--- src/rtl/cdd_pkg.sv ---
// ----------------------------------------------------------------------------
// cdd_pkg
// shared widths, codes, reset values and the segment table
// ----------------------------------------------------------------------------
`default_nettype none

package cdd_pkg;

  localparam int FRAME_BITS_DEF = 10;

  // field widths
  localparam int START_W   = 13;
  localparam int BLINK_W   = 8;
  localparam int RAMP_W    = 8;
  localparam int STEP_W    = 10;
  localparam int CFG_W     = 13;
  localparam int CFG_IDX_W = 2;
  localparam int ACTION_W  = 2;
  localparam int POT_W     = 10;
  localparam int DIGEN_W   = 4;
  localparam int SEG_W     = 8;
  localparam int ON_W      = 11;
  localparam int COUNT_W   = 14;
  localparam int DIGIT_W   = 4;
  localparam int NUM_DIGITS = 4;
  localparam int IDX_W     = 2;
  localparam int MIN_W     = 8;
  localparam int SEC_W     = 6;
  localparam int PROD_W    = STEP_W + RAMP_W;

  // register indexes
  localparam logic [CFG_IDX_W-1:0] REG_START = 2'd0;
  localparam logic [CFG_IDX_W-1:0] REG_BLINK = 2'd1;
  localparam logic [CFG_IDX_W-1:0] REG_RAMP  = 2'd2;
  localparam logic [CFG_IDX_W-1:0] REG_STEP  = 2'd3;

  // action codes, the spare code behaves as a refresh
  localparam logic [ACTION_W-1:0] ACT_REFRESH = 2'd0;
  localparam logic [ACTION_W-1:0] ACT_TICK    = 2'd1;
  localparam logic [ACTION_W-1:0] ACT_RESTART = 2'd2;

  // register reset values
  localparam int START_RST_INT = 1500;
  localparam logic [START_W-1:0] START_RST = START_W'(START_RST_INT);
  localparam logic [BLINK_W-1:0] BLINK_RST = 8'd60;
  localparam logic [RAMP_W-1:0]  RAMP_RST  = 8'd10;
  localparam logic [STEP_W-1:0]  STEP_RST  = 10'd100;

  // divide by constant via reciprocal
  localparam int DIV60_MUL = 17477;
  localparam int DIV60_SH  = 20;
  localparam int DIV10_MUL = 205;
  localparam int DIV10_SH  = 11;

  localparam logic [SEG_W-1:0] SEG_BLANK = 8'h00;
  localparam logic [SEG_W-1:0] SEG_DP    = 8'h01;

  typedef logic [DIGIT_W-1:0] digit_t;
  // element 0 minutes tens .. element 3 seconds ones
  typedef digit_t [NUM_DIGITS-1:0] mmss_t;

  localparam mmss_t START_DIGITS_RST = {
    DIGIT_W'((START_RST_INT % 60) % 10),
    DIGIT_W'((START_RST_INT % 60) / 10),
    DIGIT_W'((START_RST_INT / 60) % 10),
    DIGIT_W'((START_RST_INT / 60) / 10)
  };

  // largest value of each digit cell before it wraps
  localparam mmss_t DIGIT_WRAP = {4'd9, 4'd5, 4'd9, 4'd9};

  typedef struct packed {
    logic load;
    logic en;
  } cell_ctl_t;

  typedef struct packed {
    logic [DIGEN_W-1:0] digit_enable;
    logic [SEG_W-1:0]   segment_pattern;
    logic [ON_W-1:0]    on_time;
    logic               asleep;
  } result_t;

  function automatic logic [SEG_W-1:0] seg_code(input digit_t d);
    logic [SEG_W-1:0] code;
    case (d)
      4'd0:    code = 8'h7E;
      4'd1:    code = 8'h0C;
      4'd2:    code = 8'hB6;
      4'd3:    code = 8'h9E;
      4'd4:    code = 8'hCC;
      4'd5:    code = 8'hDA;
      4'd6:    code = 8'hFA;
      4'd7:    code = 8'h0E;
      4'd8:    code = 8'hFE;
      4'd9:    code = 8'hDE;
      default: code = SEG_DP;
    endcase
    return code;
  endfunction

endpackage

`default_nettype wire

--- src/rtl/cdd_digit_cell.sv ---
// ----------------------------------------------------------------------------
// cdd_digit_cell
// one decimal digit of the mm:ss down counter, borrows to its neighbor
// ----------------------------------------------------------------------------
`default_nettype none

module cdd_digit_cell #(
  parameter cdd_pkg::digit_t WRAP        = 4'd9,
  parameter cdd_pkg::digit_t RESET_DIGIT = 4'd0
) (
  input  logic               clk,
  input  logic               rst_n,
  input  cdd_pkg::cell_ctl_t ctl,
  input  cdd_pkg::digit_t    load_digit,
  input  logic               borrow_in,
  output logic               borrow_out,
  output cdd_pkg::digit_t    digit_nxt
);

  cdd_pkg::digit_t digit_r;

  assign borrow_out = borrow_in && (digit_r == '0);

  always_comb begin
    if (ctl.load) begin
      digit_nxt = load_digit;
    end else if (ctl.en && borrow_in) begin
      digit_nxt = (digit_r == '0) ? WRAP : digit_r - 1'b1;
    end else begin
      digit_nxt = digit_r;
    end
  end

  always_ff @(posedge clk) begin
    if (!rst_n) begin
      digit_r <= RESET_DIGIT;
    end else begin
      digit_r <= digit_nxt;
    end
  end

endmodule

`default_nettype wire

--- src/rtl/cdd_mmss_conv.sv ---
// ----------------------------------------------------------------------------
// cdd_mmss_conv
// three-stage seconds to mm:ss digit converter for the restart value
// ----------------------------------------------------------------------------
`default_nettype none

module cdd_mmss_conv (
  input  logic                          clk,
  input  logic                          rst_n,
  input  logic                          start,
  input  logic [cdd_pkg::START_W-1:0]   seconds,
  output logic                          busy,
  output cdd_pkg::mmss_t                digits
);

  localparam int P1_W = cdd_pkg::START_W + 15;
  localparam int P2_W = 16;
  localparam int P3_W = 14;

  logic                         s1_v_r, s2_v_r;
  logic [cdd_pkg::START_W-1:0]  total_r;
  logic [cdd_pkg::MIN_W-1:0]    min_r, min_nxt;
  logic [cdd_pkg::SEC_W-1:0]    sec_r, sec_nxt;
  cdd_pkg::digit_t              mt_r, mt_nxt, mo_r, mo_nxt;
  cdd_pkg::mmss_t               digits_r, digits_nxt;

  logic [P1_W-1:0]              p1;
  logic [cdd_pkg::COUNT_W-1:0]  min60, sec_full;
  logic [P2_W-1:0]              p2;
  logic [cdd_pkg::MIN_W-1:0]    mt10, mo_full;
  logic [P3_W-1:0]              p3;
  logic [2:0]                   st;
  logic [cdd_pkg::SEC_W-1:0]    st10, so_full;

  // stage 1: minutes by reciprocal multiply
  always_comb begin
    p1      = P1_W'(seconds) * P1_W'(cdd_pkg::DIV60_MUL);
    min_nxt = p1[cdd_pkg::DIV60_SH +: cdd_pkg::MIN_W];
  end

  // stage 2: seconds remainder, minutes split into tens and ones
  always_comb begin
    min60    = cdd_pkg::COUNT_W'({min_r, 6'd0}) - cdd_pkg::COUNT_W'({min_r, 2'd0});
    sec_full = cdd_pkg::COUNT_W'(total_r) - min60;
    sec_nxt  = sec_full[cdd_pkg::SEC_W-1:0];
    p2       = P2_W'(min_r) * P2_W'(cdd_pkg::DIV10_MUL);
    mt_nxt   = p2[cdd_pkg::DIV10_SH +: cdd_pkg::DIGIT_W];
    mt10     = cdd_pkg::MIN_W'({mt_nxt, 3'd0}) + cdd_pkg::MIN_W'({mt_nxt, 1'd0});
    mo_full  = min_r - mt10;
    mo_nxt   = mo_full[cdd_pkg::DIGIT_W-1:0];
  end

  // stage 3: seconds split into tens and ones
  always_comb begin
    p3         = P3_W'(sec_r) * P3_W'(cdd_pkg::DIV10_MUL);
    st         = p3[cdd_pkg::DIV10_SH +: 3];
    st10       = cdd_pkg::SEC_W'({st, 3'd0}) + cdd_pkg::SEC_W'({st, 1'd0});
    so_full    = sec_r - st10;
    digits_nxt = {so_full[cdd_pkg::DIGIT_W-1:0], cdd_pkg::DIGIT_W'(st), mo_r, mt_r};
  end

  always_ff @(posedge clk) begin
    if (!rst_n) begin
      s1_v_r   <= 1'b0;
      s2_v_r   <= 1'b0;
      digits_r <= cdd_pkg::START_DIGITS_RST;
    end else begin
      s1_v_r <= start;
      s2_v_r <= s1_v_r;
      if (s2_v_r) begin
        digits_r <= digits_nxt;
      end
    end
  end

  always_ff @(posedge clk) begin
    if (start) begin
      total_r <= seconds;
      min_r   <= min_nxt;
    end
    if (s1_v_r) begin
      sec_r <= sec_nxt;
      mt_r  <= mt_nxt;
      mo_r  <= mo_nxt;
    end
  end

  assign busy   = s1_v_r || s2_v_r;
  assign digits = digits_r;

endmodule

`default_nettype wire

--- src/rtl/countdown_display_driver.sv ---
// ----------------------------------------------------------------------------
// countdown_display_driver
// mm:ss seconds countdown scanned onto a four-digit seven-segment display
// ----------------------------------------------------------------------------
// Every input transfer carries one action (refresh, tick or restart) and the
// pot level, and yields exactly one result in the two-deep output register:
// the digit strobe, its segments, the lit time of the slot and the asleep
// flag. One item is taken every clock while input stall is low; the step is
// combinational logic whose longest path is the ramp floor multiply (10 x 8
// bits) feeding the level compare. The count is kept both as a binary value
// and as a chain of four digit cells that borrow into each other, so the
// shown digit is a plain select. That register absorbs result stalls, which
// raise input stall only when both of its entries are full. A write to
// start_seconds starts a three-stage conversion of the new value into mm:ss
// digits and holds input stall high while it runs; other writes cost nothing.
// ----------------------------------------------------------------------------
`default_nettype none

module countdown_display_driver #(
  parameter int FRAME_BITS = cdd_pkg::FRAME_BITS_DEF
) (
  input  logic                            clk,
  input  logic                            rst_n,
  // input channel
  input  logic                            in_valid,
  output logic                            in_stall,
  input  logic [cdd_pkg::ACTION_W-1:0]    in_action,
  input  logic [cdd_pkg::POT_W-1:0]       in_pot_level,
  // result channel
  output logic                            out_valid,
  input  logic                            out_stall,
  output logic [cdd_pkg::DIGEN_W-1:0]     out_digit_enable,
  output logic [cdd_pkg::SEG_W-1:0]       out_segment_pattern,
  output logic [cdd_pkg::ON_W-1:0]        out_on_time,
  output logic                            out_asleep,
  // configuration
  input  logic                            cfg_wr_en,
  input  logic [cdd_pkg::CFG_IDX_W-1:0]   cfg_index,
  input  logic [cdd_pkg::CFG_W-1:0]       cfg_wdata
);

  // level width covers both the pot and the frame
  localparam int LVL_W  = (FRAME_BITS > cdd_pkg::POT_W) ? FRAME_BITS : cdd_pkg::POT_W;
  localparam int ONW_W  = LVL_W + 1;
  localparam int SPAN_W = cdd_pkg::COUNT_W + 1;

  localparam logic [LVL_W-1:0]           FULL_LVL  = LVL_W'((1 << FRAME_BITS) - 1);
  localparam logic [cdd_pkg::PROD_W-1:0] FULL_PROD = cdd_pkg::PROD_W'((1 << FRAME_BITS) - 1);
  localparam logic [ONW_W-1:0]           ON_FULL   = ONW_W'(1 << FRAME_BITS);
  localparam logic [ONW_W-1:0]           ON_MAX    = ONW_W'((1 << cdd_pkg::ON_W) - 1);

  // configuration registers
  logic [cdd_pkg::START_W-1:0] start_r;
  logic [cdd_pkg::BLINK_W-1:0] blink_r;
  logic [cdd_pkg::RAMP_W-1:0]  ramp_r;
  logic [cdd_pkg::STEP_W-1:0]  step_r;

  // countdown state
  logic signed [cdd_pkg::COUNT_W-1:0] count_r, count_nxt;
  logic                               sleeping_r, sleeping_nxt;
  logic [cdd_pkg::IDX_W-1:0]          idx_r, idx_nxt, idx_base;

  // output register and skid entry
  cdd_pkg::result_t out_r, skid_r, res_nxt;
  logic             out_valid_r, skid_valid_r;

  logic fire, take, conv_busy, is_restart, is_tick, tick_live, count_pos_r;
  logic expired, ramp_on, elapsed_pos, lit;
  logic signed [cdd_pkg::COUNT_W-1:0] neg_blink;
  logic signed [SPAN_W-1:0]           start_s, ramp_lim, count_s, elapsed;
  logic [cdd_pkg::PROD_W-1:0]         ramp_prod;
  logic [LVL_W-1:0]                   floor_lvl, pot_lvl, level;
  logic [ONW_W-1:0]                   on_wide;
  logic [cdd_pkg::SEG_W-1:0]          pattern;
  cdd_pkg::digit_t                    shown;

  // digit chain
  cdd_pkg::cell_ctl_t            cell_ctl;
  cdd_pkg::mmss_t                load_digits, digits_nxt;
  logic [cdd_pkg::NUM_DIGITS:0]  borrow;

  // handshake, stall is registered state only
  assign in_stall = skid_valid_r || conv_busy;
  assign fire     = in_valid && !in_stall;
  assign take     = out_valid_r && !out_stall;

  assign is_restart  = (in_action == cdd_pkg::ACT_RESTART);
  assign is_tick     = (in_action == cdd_pkg::ACT_TICK);
  assign tick_live   = is_tick && !sleeping_r;
  assign count_pos_r = !count_r[cdd_pkg::COUNT_W-1] && (count_r != '0);

  // restart value conversion to mm:ss
  cdd_mmss_conv u_conv (
    .clk     (clk),
    .rst_n   (rst_n),
    .start   (cfg_wr_en && (cfg_index == cdd_pkg::REG_START)),
    .seconds (cfg_wdata[cdd_pkg::START_W-1:0]),
    .busy    (conv_busy),
    .digits  (load_digits)
  );

  // digit cells only count while the binary count is above zero
  assign cell_ctl.load = fire && is_restart;
  assign cell_ctl.en   = fire && tick_live && count_pos_r;

  // seconds ones cell heads the borrow chain
  assign borrow[cdd_pkg::NUM_DIGITS] = 1'b1;

  for (genvar i = 0; i < cdd_pkg::NUM_DIGITS; i++) begin : g_cell
    cdd_digit_cell #(
      .WRAP        (cdd_pkg::DIGIT_WRAP[i]),
      .RESET_DIGIT (cdd_pkg::START_DIGITS_RST[i])
    ) u_cell (
      .clk        (clk),
      .rst_n      (rst_n),
      .ctl        (cell_ctl),
      .load_digit (load_digits[i]),
      .borrow_in  (borrow[i+1]),
      .borrow_out (borrow[i]),
      .digit_nxt  (digits_nxt[i])
    );
  end

  // count after the action
  always_comb begin
    if (is_restart) begin
      count_nxt = cdd_pkg::COUNT_W'(start_r);
    end else if (tick_live) begin
      count_nxt = count_r - 1'b1;
    end else begin
      count_nxt = count_r;
    end
  end

  // sleep once past the blink span
  assign neg_blink    = -$signed(cdd_pkg::COUNT_W'(blink_r));
  assign sleeping_nxt = (is_restart ? 1'b0 : sleeping_r) || (count_nxt < neg_blink);
  assign expired      = count_nxt[cdd_pkg::COUNT_W-1] || (count_nxt == '0);

  // ramp floor for the first seconds after start
  always_comb begin
    start_s     = $signed(SPAN_W'(start_r));
    ramp_lim    = start_s - $signed(SPAN_W'(ramp_r));
    count_s     = $signed({count_nxt[cdd_pkg::COUNT_W-1], count_nxt});
    ramp_on     = count_s > ramp_lim;
    elapsed     = start_s - count_s;
    elapsed_pos = !elapsed[SPAN_W-1] && (elapsed != '0);
    ramp_prod   = cdd_pkg::PROD_W'(step_r) *
                  cdd_pkg::PROD_W'(elapsed[cdd_pkg::RAMP_W-1:0]);
    if (!elapsed_pos) begin
      floor_lvl = FULL_LVL;
    end else if (ramp_prod >= FULL_PROD) begin
      floor_lvl = '0;
    end else begin
      floor_lvl = LVL_W'(FULL_PROD - ramp_prod);
    end
  end

  // final brightness level
  always_comb begin
    pot_lvl = LVL_W'(in_pot_level);
    level   = pot_lvl;
    if (ramp_on && (floor_lvl > level)) begin
      level = floor_lvl;
    end
    if (expired) begin
      level = FULL_LVL;
    end
  end

  // scan position only moves when something is lit
  assign lit      = !sleeping_nxt && (level != '0);
  assign idx_base = is_restart ? '0 : idx_r;
  assign idx_nxt  = lit ? idx_base + 1'b1 : idx_base;
  assign shown    = digits_nxt[idx_nxt];

  // negative counts blink 00:00 on even seconds
  always_comb begin
    if (!count_nxt[cdd_pkg::COUNT_W-1]) begin
      pattern = cdd_pkg::seg_code(shown);
    end else if (count_nxt[0]) begin
      pattern = cdd_pkg::SEG_BLANK;
    end else begin
      pattern = cdd_pkg::seg_code('0);
    end
  end

  assign on_wide = (level >= FULL_LVL) ? ON_FULL : ONW_W'(level);

  always_comb begin
    res_nxt = '0;
    res_nxt.asleep = sleeping_nxt;
    if (lit) begin
      res_nxt.digit_enable    = cdd_pkg::DIGEN_W'(1) << idx_nxt;
      res_nxt.segment_pattern = pattern;
      res_nxt.on_time         = (on_wide > ON_MAX) ? ON_MAX[cdd_pkg::ON_W-1:0]
                                                   : on_wide[cdd_pkg::ON_W-1:0];
    end
  end

  // control state and configuration
  always_ff @(posedge clk) begin
    if (!rst_n) begin
      start_r      <= cdd_pkg::START_RST;
      blink_r      <= cdd_pkg::BLINK_RST;
      ramp_r       <= cdd_pkg::RAMP_RST;
      step_r       <= cdd_pkg::STEP_RST;
      count_r      <= cdd_pkg::COUNT_W'(cdd_pkg::START_RST);
      sleeping_r   <= 1'b0;
      idx_r        <= '0;
      out_valid_r  <= 1'b0;
      skid_valid_r <= 1'b0;
    end else begin
      if (cfg_wr_en) begin
        unique case (cfg_index)
          cdd_pkg::REG_START: start_r <= cfg_wdata[cdd_pkg::START_W-1:0];
          cdd_pkg::REG_BLINK: blink_r <= cfg_wdata[cdd_pkg::BLINK_W-1:0];
          cdd_pkg::REG_RAMP:  ramp_r  <= cfg_wdata[cdd_pkg::RAMP_W-1:0];
          cdd_pkg::REG_STEP:  step_r  <= cfg_wdata[cdd_pkg::STEP_W-1:0];
          default: ;
        endcase
      end
      if (fire) begin
        count_r    <= count_nxt;
        sleeping_r <= sleeping_nxt;
        idx_r      <= idx_nxt;
      end
      // output register drains skid first, then takes a new transfer
      if (!out_valid_r || take) begin
        if (skid_valid_r) begin
          out_valid_r  <= 1'b1;
          skid_valid_r <= 1'b0;
        end else begin
          out_valid_r <= fire;
        end
      end else if (fire) begin
        skid_valid_r <= 1'b1;
      end
    end
  end

  // result payload
  always_ff @(posedge clk) begin
    if (!out_valid_r || take) begin
      if (skid_valid_r) begin
        out_r <= skid_r;
      end else if (fire) begin
        out_r <= res_nxt;
      end
    end else if (fire) begin
      skid_r <= res_nxt;
    end
  end

  assign out_valid           = out_valid_r;
  assign out_digit_enable    = out_r.digit_enable;
  assign out_segment_pattern = out_r.segment_pattern;
  assign out_on_time         = out_r.on_time;
  assign out_asleep          = out_r.asleep;

endmodule

`default_nettype wire

--- config.mk ---
export PLATFORM = sky130hd
export DESIGN_NAME = countdown_display_driver
export DESIGN_NICKNAME = d
export VERILOG_FILES = /design/src/rtl/cdd_pkg.sv /design/src/rtl/cdd_digit_cell.sv /design/src/rtl/cdd_mmss_conv.sv /design/src/rtl/countdown_display_driver.sv
export SDC_FILE = /design/constraint.sdc
export NUM_CORES = 1
export LEC_CHECK = 0
export ABC_CLOCK_PERIOD_IN_PS = 24600
export CAP_MARGIN = 20
export CORE_ASPECT_RATIO = 0.7
export CORE_MARGIN = 2
export CORE_UTILIZATION = 55
export DETAILED_ROUTE_END_ITERATION = 16
export DONT_BUFFER_PORTS = 1
export GPL_ROUTABILITY_DRIVEN = 0
export MAX_ROUTING_LAYER = met4
export PLACE_DENSITY = 0.69
export REMOVE_ABC_BUFFERS = 1
export SETUP_SLACK_MARGIN = 0.15
export SKIP_LAST_GASP = 1
export SLEW_MARGIN = 20
export SYNTH_ARGS = -nofsm -noshare
export SYNTH_HDL_FRONTEND = slang
export SYNTH_SLANG_ARGS = --single-unit
--- constraint.sdc ---
create_clock -name clk -period 24.6 [get_ports clk]
set_clock_uncertainty 0.1 [all_clocks]
set_input_delay 4.92 -clock clk [delete_from_list [all_inputs] [get_ports clk]]
set_output_delay 4.92 -clock clk [all_outputs]
set_load 0.05 [all_outputs]
==> metrics.md, run 1 <==
| Metric | Value |
|---|---|
| Final core utilization | 0.588 |
| Worst Path Class, Setup | in2reg |
| Synth warnings | 0 |
| Average size of a mapped cell | 8.85 um^2 |
| Minimum clock period | 17170 ps |
| Clock Path Buffers | 2 |
| Area grow syn2layout | 5.19% |
| Final #Nets | 2147 |
| Max-cap viol count | 0 |
| Post-synthesis async set-or-reset flop share | 0 |
| Core area | roughly 0.029 mm^2 |
| Final global-route overflow total | 0 |
| Fmax | 58.2 MHz |
| Fillers | between 2000 and 3000 |
| R2R Path Start | sleeping_r |
| Max stage delay on crit path | between 700 and 800 ps |
| Hold Vio Cnt, Final | 0 |
| Root Buffer | clkbuf_16 |
| CTS Buf Count | 17 |
| Crit path launch type | input port |
| Num ports | between 50 and 60 |
| Initial Util | 0.559 |
| H-tree depth | 4 |
| Cell Pwr Density | ~86 mW/mm^2 |
| RSZ-0062 raised after global routing | no |
| Initial antenna violation count | 0 |
| Post-synth top area share | 0.181 |
| Count leader, synth | inv_1 |
| Flop2flop setup slack | approximately 11000 ps |
| Pre-Repair DR Iteration Count | 7 |
| Setup bufs post-CTS | 0 |
| Area leader, netlist | ha_1 |
| Sequential-to-total area share from yosys stat | 0.254 |
| Largest fanout on the critical path | 19 |
| Hpwl dp | approximately 30 mm |
| Worst Hold Depth | 0 |
| Crit-path most repeated cell | o21ai_0 |
| First-pass GRT wire length | between 60 and 70 mm |
| Hold_sp | u_conv.total_r[0] |
| Final total power | roughly 1.5 mW |
| Largest net degree at the start of global routing | 54 |
| Synth unique cells | slightly below 90 |
| # diodes | 0 |
| Syn Inst Count | around 1800 |
| Worst setup EP type | register |
| Mapped Area | around 0.016 mm^2 |
| Vias per std cell | between 5 and 6 |
| Period utilization | 0.698 |
| Fin Setup TNS | 0 ps |
| CP arrival | 17240 ps |
| DR vias | between 10000 and 15000 |
| Met2 wire len | around 16 mm |
| Vias in the first global route | 12500 |
| Outcome | complete, no violations |
| Slew headroom | 0.296 |
| All-Layer GR Usage | 0.263 |
| DR WL met3 | between 2 and 3 mm |
| M1 WL | around 19 mm |
| Top post-synthesis cells by area | ha_1 18%, edfxtp_1 14%, dfxtp_1 11% |
| Layout cells sized above 1 | 0.0415 |
| Worst vdd ir | approximately 63 uV |
| Clk_lat worst skew | approximately 450 ps |
| Commonest cells in the netlist | 235 x inv_1, 234 x ha_1, 179 x nand2_1, 114 x nor2_1, 95 x a21oi_1 |
| Worst-margin pin slew | around 1100 ps |
| Main synth FF type | dfxtp_1 |
| CP required | 24660 ps |
| Lkg Pwr | roughly 7.6 nW |
| DRC viols | 0 |
| Final setup vio count | 0 |
| Row count | 52 |
| Max-slew violation count | 0 |
| Hold buffer count at CTS | 0 |
| Post-synth EDFFs | 76 |
| CTS tree | yes |
| Routed length per placed instance | 17.3 um |
| Die Y | about 150 um |
| Register-to-Register Path Depth | 42 |
| Yosys reg bits | 167 |
| CTS clk-pin slew, worst paths | about 60 ps |
| Top sig layer | met4 |
| FF-to-FF End | out_segment_pattern[5] |
| Detailed Route WL | ~38 mm |
| PortBufs | 0 |
| CTS sink cnt | roughly 170 |
| DP Cell Count | 2155 |
| Hold Path Sink | u_conv.sec_r[0] |
| Die width | ~210 um |
| Die footprint | between 0.03 and 0.04 mm^2 |
| Critical-path top delay cell | xnor2_1 |
| Final Non-Filler Cells | between 2000 and 2500 |
| Post-CTS sizing | 0 |
| Hold crit path type | reg2reg |
| Post-DRT Antenna Nets | 0 |
| Iter 0 DRT Violations | approximately 950 |
==> cell usage in the layout (no fill, tap or decap), drive strengths merged, types with 33 or more instances in the layout <==
cell type,instances
inv,238
ha,234
nand2,179
nor2,114
a21oi,95
dfxtp,91
o21ai,90
fa,85
edfxtp,76
xnor2,54
and2,51
nor2b,37
nor3,33
==> through the flow <==
step	worst slack, ps	hold WS [ps]	cell area [um^2]
6_report	7430	335	17000
5_1_grt	6070	338	17000
4_1_cts	7650	338	17000
3_5_place_dp	7200	327	16500
3_3_place_gp	7860	313	16500
2_1_floorplan	9180	300	16000
==> metal layers <==
layer  vias up  track usage
met3        42       0.0516
met4         0       0.0561
li1       6245            -
met1      6045        0.380
met5         -            -
met2       377        0.382
==> power by group <==
| group | switching, mW | leakage (nW) | internal [mW] |
|---|---|---|---|
| Sequential | 0.0580 | 1.45 | 0.337 |
| Combinational | 0.483 | 5.95 | 0.332 |
| Clock | 0.113 | 0.251 | 0.138 |
==> layout make-up <==
cell class / count / area (um^2) / share of cell area
multi-input combinational: 1367 / 11000 / 0.645
inverter: 237 / 890 / 0.0522
timing repair buffer: 6 / 45.0 / 0.00265
clock buffer: 19 / 433 / 0.0254
tap: 378 / 473 / 0.0278
clock inverter: 12 / 104 / 0.00610
sequential: 167 / 4100 / 0.241
==> worst max-delay path: cells and delay by family <==
kind / cells / cell delay [ps]
fa+ha+maj: 9 / 3710
compound gates: 18 / 5300
xor+xnor: 2 / 910
simple gates: 9 / 2010
buf+inv: 4 / 340
==> state kept, by name, indices dropped and copies added, names as in the netlist, 2 cells and up <==
name	count
start_r	13
out_segment_pattern	8
out_digit_enable	4
u_conv.mt_r	4
u_conv.mo_r	4
u_conv.total_r	6
skid_r	24
blink_r	8
u_conv.sec_r	6
g_cell.u_cell.digit_r	16
u_conv.digits	15
u_conv.min_r	8
idx_r	2
step_r	10
ramp_r	8
out_on_time	11
count_r	14
==> cell families after synthesis <==
kind of cell	share of synthesized area
buf+inv	0.0688
fa+ha+maj	0.287
compound gates	0.145
mux	0.0266
flops	0.254
simple gates	0.177
xor+xnor	0.0431
==> worst max path at each step <==
stage | startpoint | to | depth (start not counted)
6_report | in_action[0] | out_segment_pattern[5] | 42
3_5_place_dp | in_action[0] | out_segment_pattern[5] | 42
2_1_floorplan | in_action[1] | out_segment_pattern[5] | 40
4_1_cts | in_action[0] | out_segment_pattern[5] | 42
5_1_grt | in_action[0] | out_segment_pattern[5] | 42
3_3_place_gp | in_action[0] | out_segment_pattern[5] | 42
Note: power is estimated with default switching activity, not from simulation.
==> run 2: changes to the inputs <==
--- a/config.mk
+++ b/config.mk
@@ -5,7 +5,7 @@
 export SDC_FILE = /design/constraint.sdc
 export NUM_CORES = 1
 export LEC_CHECK = 0
-export ABC_CLOCK_PERIOD_IN_PS = 24600
+export ABC_CLOCK_PERIOD_IN_PS = 17900
 export CAP_MARGIN = 20
 export CORE_ASPECT_RATIO = 0.7
 export CORE_MARGIN = 2
==> constraint.sdc (replaced) <==
create_clock -name clk -period 17.9 [get_ports clk]
set_clock_uncertainty 0.1 [all_clocks]
set_input_delay 3.58 -clock clk [delete_from_list [all_inputs] [get_ports clk]]
set_output_delay 3.58 -clock clk [all_outputs]
set_load 0.05 [all_outputs]
==> run 2 against run 1 <==
  * Sequential share of layout area fell by 0.086 points
  * Flip-flop and latch count did not move
  * Critical endpoint unchanged
  * Final area rose by 0.36%
  * Clock power rose by 52%
  * Utilization rose by 0.21 points
  * Via count rose by 0.72%
  * Hold slack got worse by 9.6 ps
  * Clock-buffer cell count fell by 2
  * Setup slack got worse by 5500 ps
  * Routed wire length rose by 0.12%
==> metrics.md, run 2 (synthesis gave the netlist of run 1 again) <==
| Metric | Value |
|---|---|
| CP required | 17970 ps (-6690 ps) |
| Final #Nets | 2147 (unchanged) |
| Vias in the first global route | 12700 (+1.6%) |
| Pre-Repair DR Iteration Count | 6 (-1) |
| Die Y | 148 um (unchanged) |
| Critical-path top delay cell | a211oi_1 |
| All-Layer GR Usage | 0.264 (+0.000820) |
| Clock power frac | 0.187 (+0.015) |
| Clock Path Buffers | 2 (unchanged) |
| Outcome | complete, no violations |
| R2R Path Start | sleeping_r |
| Worst-margin pin slew | 1150 ps (+101 ps) |
| Hold buffer count at CTS | 0 (unchanged) |
| Worst Path Class, Setup | in2reg |
| Final setup vio count | 0 (unchanged) |
| Row count | 52 (unchanged) |
| Initial antenna violation count | 0 (unchanged) |
| FF-to-FF End | out_segment_pattern[5] |
| Vias per std cell | 5.86 (+0.72%) |
| Final Non-Filler Cells | 2186 (unchanged) |
| Psw | 0.907 mW (+39%) |
| Max-cap viol count | 0 (unchanged) |
| Routed length per placed instance | 17.3 um (+0.12%) |
| Iter 0 DRT Violations | 948 (-0.32%) |
| Fillers | 2488 (-0.60%) |
| Die width | 209 um (unchanged) |
| Setup crit end | out_segment_pattern[5] |
| CTS tree | yes |
| DP Cell Count | 2155 (unchanged) |
| CTS clk-pin slew, worst paths | 70 ps (about the same) |
| Largest fanout on the critical path | 19 (unchanged) |
| Reg with most FFs | skid_r |
| RSZ-0062 raised after global routing | no |
| Final global-route overflow total | 0 (unchanged) |
| Hold crit path type | reg2reg |
| Layout cells sized above 1 | 0.0431 (+0.00166) |
| Fin Setup TNS | 0 ps (unchanged) |
| Detailed Route WL | 37.9 mm (+0.12%) |
| Combinational power share | 0.548 (-0.010) |
| Post-DRT Antenna Nets | 0 (unchanged) |
| Max stage delay on crit path | 740 ps (+20 ps) |
| Cell Pwr Density | 120 mW/mm^2 (+39%) |
| Register-to-Register Path Depth | 42 (unchanged) |
| Hold Vio Cnt, Final | 0 (unchanged) |
| DR vias | 12800 (+0.72%) |
| PortBufs | 0 (unchanged) |
| Worst vdd ir | 83.3 uV (+32%) |
| Initial Util | 0.559 (unchanged) |
| # diodes | 0 (unchanged) |
| Area grow syn2layout | 5.57% |
| Worst setup EP type | register |
| Final total power | 2.05 mW (+40%) |
| Clk_lat worst skew | 450 ps (about the same) |
| Period utilization | 0.890 |
| Crit path launch type | input port |
| Setup bufs post-CTS | 0 (unchanged) |
| CTS sink cnt | 167 (unchanged) |
| Core area | 0.0290 mm^2 (unchanged) |
| Critical path origin | in_action[0] |
| Fmax | ~63 MHz |
| Sequential share of power | 0.266 (-0.005) |
| Largest register FFs | 24 (unchanged) |
| Minimum clock period | around 16000 ps |
| Flop2flop setup slack | 4660 ps (-6800 ps) |
| P_int | 1.14 mW (+41%) |
| Crit-path most repeated cell | o21ai_0 |
| Largest net degree at the start of global routing | 54 (unchanged) |
| Slew headroom | 0.227 (-0.0693) |
| Most common cell after layout, fill and taps aside | inv_1 |
| Lkg Pwr | 7.69 nW (+0.51%) |
| Num ports | 58 (unchanged) |
| Die footprint | 0.0308 mm^2 (unchanged) |
| Post-CTS sizing | 0 (unchanged) |
| Commonest non-fill, non-tap cells in the layout | 235 x inv_1, 234 x ha_1, 179 x nand2_1, 113 x nor2_1, 94 x a21oi_1 |
| H-tree depth | 4 (unchanged) |
| First-pass GRT wire length | 63.7 mm (+0.66%) |
| CP arrival | 16010 ps (-1230 ps) |
| Placed cell area | 0.0165 mm^2 (unchanged) |
| Root Buffer | clkbuf_16 |
| CTS Buf Count | 17 (unchanged) |
| Hpwl dp | 29.8 mm (-0.44%) |
| Design area | 0.0171 mm^2 (+0.36%) |
| Sw frac | 0.443 (-0.00418) |
| Max-slew violation count | 0 (unchanged) |
| DRC viols | 0 (unchanged) |
## run 2: power groups by stage
stage / clock [mW] / combinational (mW) / sequential (mW)
final: 0.382 / 1.12 / 0.543
after global routing: 0.401 / 1.28 / 0.547
after detailed placement: 0 / 1.10 / 0.551
after floorplan: 0 / 0.851 / 0.542
after CTS: 0.383 / 1.11 / 0.543
after global placement: 0 / 1.06 / 0.550
## run 2: cell type report
type / count / area [um^2] / area share
multi-input combinational: 1367 / 11000 / 0.642
clock inverter: 14 / 174 / 0.0102
inverter: 237 / 890 / 0.0521
sequential: 167 / 4100 / 0.240
clock buffer: 17 / 425 / 0.0249
tap: 378 / 473 / 0.0277
timing repair buffer: 6 / 45.0 / 0.00264
## run 2: metal layers
layer | wire, um | global-route usage | part of all wire | vias up
met5 | 0 | - | 0 | -
met4 | 493 | 0.0614 | 0.013 | 0
met3 | 2890 | 0.0582 | 0.076 | 44
met2 | 15500 | 0.374 | 0.41 | 414
met1 | 18900 | 0.383 | 0.50 | 6099
li1 | - | - | - | 6244
## run 2: worst min path at each step
stage	slack, ps	endpoint	startpoint	cells after the start
5_1_grt	340	u_conv.sec_r[0]	u_conv.total_r[0]	0
4_1_cts	330	u_conv.sec_r[0]	u_conv.total_r[0]	0
2_1_floorplan	300	u_conv.sec_r[0]	u_conv.total_r[0]	0
6_report	330	u_conv.sec_r[0]	u_conv.total_r[0]	0
3_5_place_dp	310	u_conv.sec_r[0]	u_conv.total_r[0]	0
3_3_place_gp	310	u_conv.sec_r[0]	u_conv.total_r[0]	0
## run 2: metrics by stage
stage	worst slack [ps]	hold WS [ps]	util
final	1970	325	0.590
after global routing	819	341	0.590
after CTS	2260	331	0.590
after detailed placement	1820	314	0.570
after global placement	2500	314	0.570
after floorplan	3820	300	-
## run 2: critical path: cells and delay by family
| family | cells | cell delay, ps |
|---|---|---|
| fa+ha+maj | 8 | 3400 |
| xor+xnor | 1 | 710 |
| simple gates | 9 | 2340 |
| buf+inv | 4 | 340 |
| compound gates | 19 | 5610 |
==> run 3: changes to the inputs <==
--- a/config.mk
+++ b/config.mk
@@ -5,7 +5,7 @@
 export SDC_FILE = /design/constraint.sdc
 export NUM_CORES = 1
 export LEC_CHECK = 0
-export ABC_CLOCK_PERIOD_IN_PS = 17900
+export ABC_CLOCK_PERIOD_IN_PS = 16400
 export CAP_MARGIN = 20
 export CORE_ASPECT_RATIO = 0.7
 export CORE_MARGIN = 2
==> constraint.sdc (replaced) <==
create_clock -name clk -period 16.4 [get_ports clk]
set_clock_uncertainty 0.1 [all_clocks]
set_input_delay 3.28 -clock clk [delete_from_list [all_inputs] [get_ports clk]]
set_output_delay 3.28 -clock clk [all_outputs]
set_load 0.05 [all_outputs]
==> run 3 against run 2 <==
  * Die area is the same
  * Power rose by 7.8%
  * Register-to-register slack lost 1100 ps
  * Utilization barely moved
  * Critical path type unchanged
  * Non-clock buffer count rose by 1
  * Hold slack got worse by 8.4 ps
  * First-iteration DRC count up 10%
  * Sequential share of layout area is essentially flat
  * Sequential power rose by 9.2%
  * Via count barely moved
  * Final area is essentially flat
==> metrics.md, run 3 (synthesis gave the netlist of run 1 again) <==
| Metric | Value |
|---|---|
| Outcome | complete, no violations |
| Die footprint | 0.0308 mm^2 (unchanged) |
| Pre-CTS WS | 762 ps (-1060 ps) |
| Layout cells sized above 1 | 0.0453 (+0.00216) |
| Most common cell after layout, fill and taps aside | inv_1 |
| RSZ-0062 raised after global routing | no |
| Slew headroom | 0.319 (+0.0916) |
| Pre-Repair DR Iteration Count | 6 (unchanged) |
| CP required | 16470 ps (-1500 ps) |
| Fin Setup TNS | 0 ps (unchanged) |
| Met3 Use GR | 0.0559 (-0.00234) |
| Cell Pwr Density | 129 mW/mm^2 (+7.9%) |
| First-pass GRT wire length | 63.4 mm (-0.47%) |
| Sw frac | 0.449 (+0.00544) |
| Worst-margin pin slew | 996 ps (-155 ps) |
| Worst Path Class, Setup | in2reg |
| Hold buffer count at CTS | 0 (unchanged) |
| Final #Nets | 2148 (+0.047%) |
| Final setup vio count | 0 (unchanged) |
| Root Buffer | clkbuf_16 |
| Hold Vio Cnt, Final | 0 (unchanged) |
| Setup crit end | out_segment_pattern[5] |
| Largest register FFs | 24 (unchanged) |
| FF-to-FF End | out_segment_pattern[5] |
| Max-cap viol count | 0 (unchanged) |
| Combinational power share | 0.552 (+0.004) |
| Psw | 0.990 mW (+9.1%) |
| H-tree depth | 4 (unchanged) |
| Worst vdd ir | 94.0 uV (+13%) |
| Period utilization | 0.928 |
| Crit-path most repeated cell | o21ai_0 |
| Post-DRT Antenna Nets | 0 (unchanged) |
| PortBufs | 0 (unchanged) |
| Worst setup margin | 1170 ps (-793 ps) |
| Met1 Usage GRT | 0.383 (about the same) |
| DP Cell Count | 2156 (+0.046%) |
| Grt peak-use layer | met1 |
| R2R Path Start | count_r[0] |
| Crit path launch type | input port |
| Critical-path top delay cell | a211oi_1 |
| Commonest non-fill, non-tap cells in the layout | 235 x inv_1, 234 x ha_1, 179 x nand2_1, 113 x nor2_1, 94 x a21oi_1 |
| Setup bufs post-CTS | 0 (unchanged) |
| All-Layer GR Usage | 0.263 (-0.00114) |
| DRC viols | 0 (unchanged) |
| CTS Buf Count | 17 (unchanged) |
| Hold_sp | u_conv.total_r[0] |
| P_int | 1.22 mW (+6.8%) |
| Grt met2 use | 0.374 (about the same) |
| Initial Util | 0.559 (unchanged) |
| Max stage delay on crit path | 710 ps (-30 ps) |
| CTS tree | yes |
| Register-to-Register Path Depth | 43 (+2.4%) |
| Iter 0 DRT Violations | 1044 (+10%) |
| Fmax | about 66 MHz |
| Largest net degree at the start of global routing | 54 (unchanged) |
| CTS sink cnt | 167 (unchanged) |
| Routed length per placed instance | 17.3 um (about the same) |
| Critical path origin | in_action[0] |
| Worst setup EP type | register |
| Die Y | 148 um (unchanged) |
| Die width | 209 um (unchanged) |
| Area grow syn2layout | 5.53% (about the same) |
| DR vias | 12800 (-0.094%) |
| Largest fanout on the critical path | 19 (unchanged) |
| Reg with most FFs | skid_r |
| Fillers | 2541 (+2.1%) |
| Minimum clock period | around 15000 ps |
| Vias in the first global route | 12400 (-1.8%) |
| Sequential share of power | 0.269 (+0.003) |
| Final global-route overflow total | 0 (unchanged) |
| Num ports | 58 (unchanged) |
| CP arrival | 15300 ps (-710 ps) |
| Clock power frac | 0.180 (-0.007) |
| Hold crit path type | reg2reg |
| Row count | 52 (unchanged) |
| Initial antenna violation count | 0 (unchanged) |
| CTS clk-pin slew, worst paths | 70 ps (about the same) |
| Core area | 0.0290 mm^2 (unchanged) |
| Detailed Route WL | 37.9 mm (+0.14%) |
| Hpwl dp | 29.8 mm (about the same) |
| Max-slew violation count | 0 (unchanged) |
| Clk_lat worst skew | 450 ps (about the same) |
| Vias per std cell | 5.85 (-0.19%) |
| Final Non-Filler Cells | 2188 (+0.091%) |
| # diodes | 0 (unchanged) |
| Clock Path Buffers | 2 (unchanged) |
| Lkg Pwr | 7.68 nW (about the same) |
| Flop2flop setup slack | 3520 ps (-1140 ps) |
==> run 3: cell count changes in the layout (fill, tap and decap cells not counted) <==
cell,previous run,this run
buf_4,6,7
bufinv_16,3,1
clkbuf_1,0,1
clkinv_1,2,1
clkinv_2,2,0
clkinv_4,2,4
clkinvlp_2,0,1
inv_6,3,5
xnor2_1,54,52
xnor2_2,0,2
==> run 3: what timing repair did <==
action	4_1_cts	5_1_grt
gates resized for setup	0	1
endpoints found under the hold margin	0	0
setup endpoints to repair	0	2
==> run 3: worst min path at each step <==
stage	endpoint	slack [ps]	cells past startpoint
5_1_grt	u_conv.sec_r[0]	330	0
3_5_place_dp	u_conv.sec_r[0]	320	0
2_1_floorplan	u_conv.sec_r[0]	300	0
6_report	u_conv.sec_r[0]	320	0
4_1_cts	u_conv.sec_r[0]	320	0
3_3_place_gp	u_conv.sec_r[0]	320	0
==> run 3: per-stage QoR <==
stage	total power, mW	hold WS [ps]	utilization	area [um^2]
after floorplan	1.52	300	-	16000
after CTS	2.20	320	0.589	17100
final	2.21	317	0.590	17100
after detailed placement	1.80	318	0.570	16500
after global routing	2.41	329	0.590	17100
after global placement	1.76	316	0.570	16500
==> run 3: metal layers <==
layer	up-vias	wire length [um]
li1	6258	-
met1	6060	18800
met2	416	15600
met3	55	2990
met4	0	601
met5	-	0
==> run 3: power groups by stage <==
stage	clock [mW]	sequential, mW	combinational [mW]
floorplan	0	0.591	0.929
global placement	0	0.601	1.16
detailed placement	0	0.601	1.20
CTS	0.401	0.593	1.21
global route	0.418	0.598	1.39
finish	0.397	0.593	1.22
==> run 3: cell type report <==
type	instances	area (um^2)	area share
clock buffer	18	429	0.0251
clock inverter	14	140	0.00820
inverter	237	890	0.0521
multi-input combinational	1367	11000	0.644
sequential	167	4100	0.240
tap	378	473	0.0277
timing repair buffer	7	52.6	0.00308
==> run 3: critical path, delay by kind of cell <==
kind / cells / cell delay [ps]
buf+inv: 4 / 330
fa+ha+maj: 8 / 3440
xor+xnor: 1 / 600
compound gates: 18 / 5220
simple gates: 11 / 2400
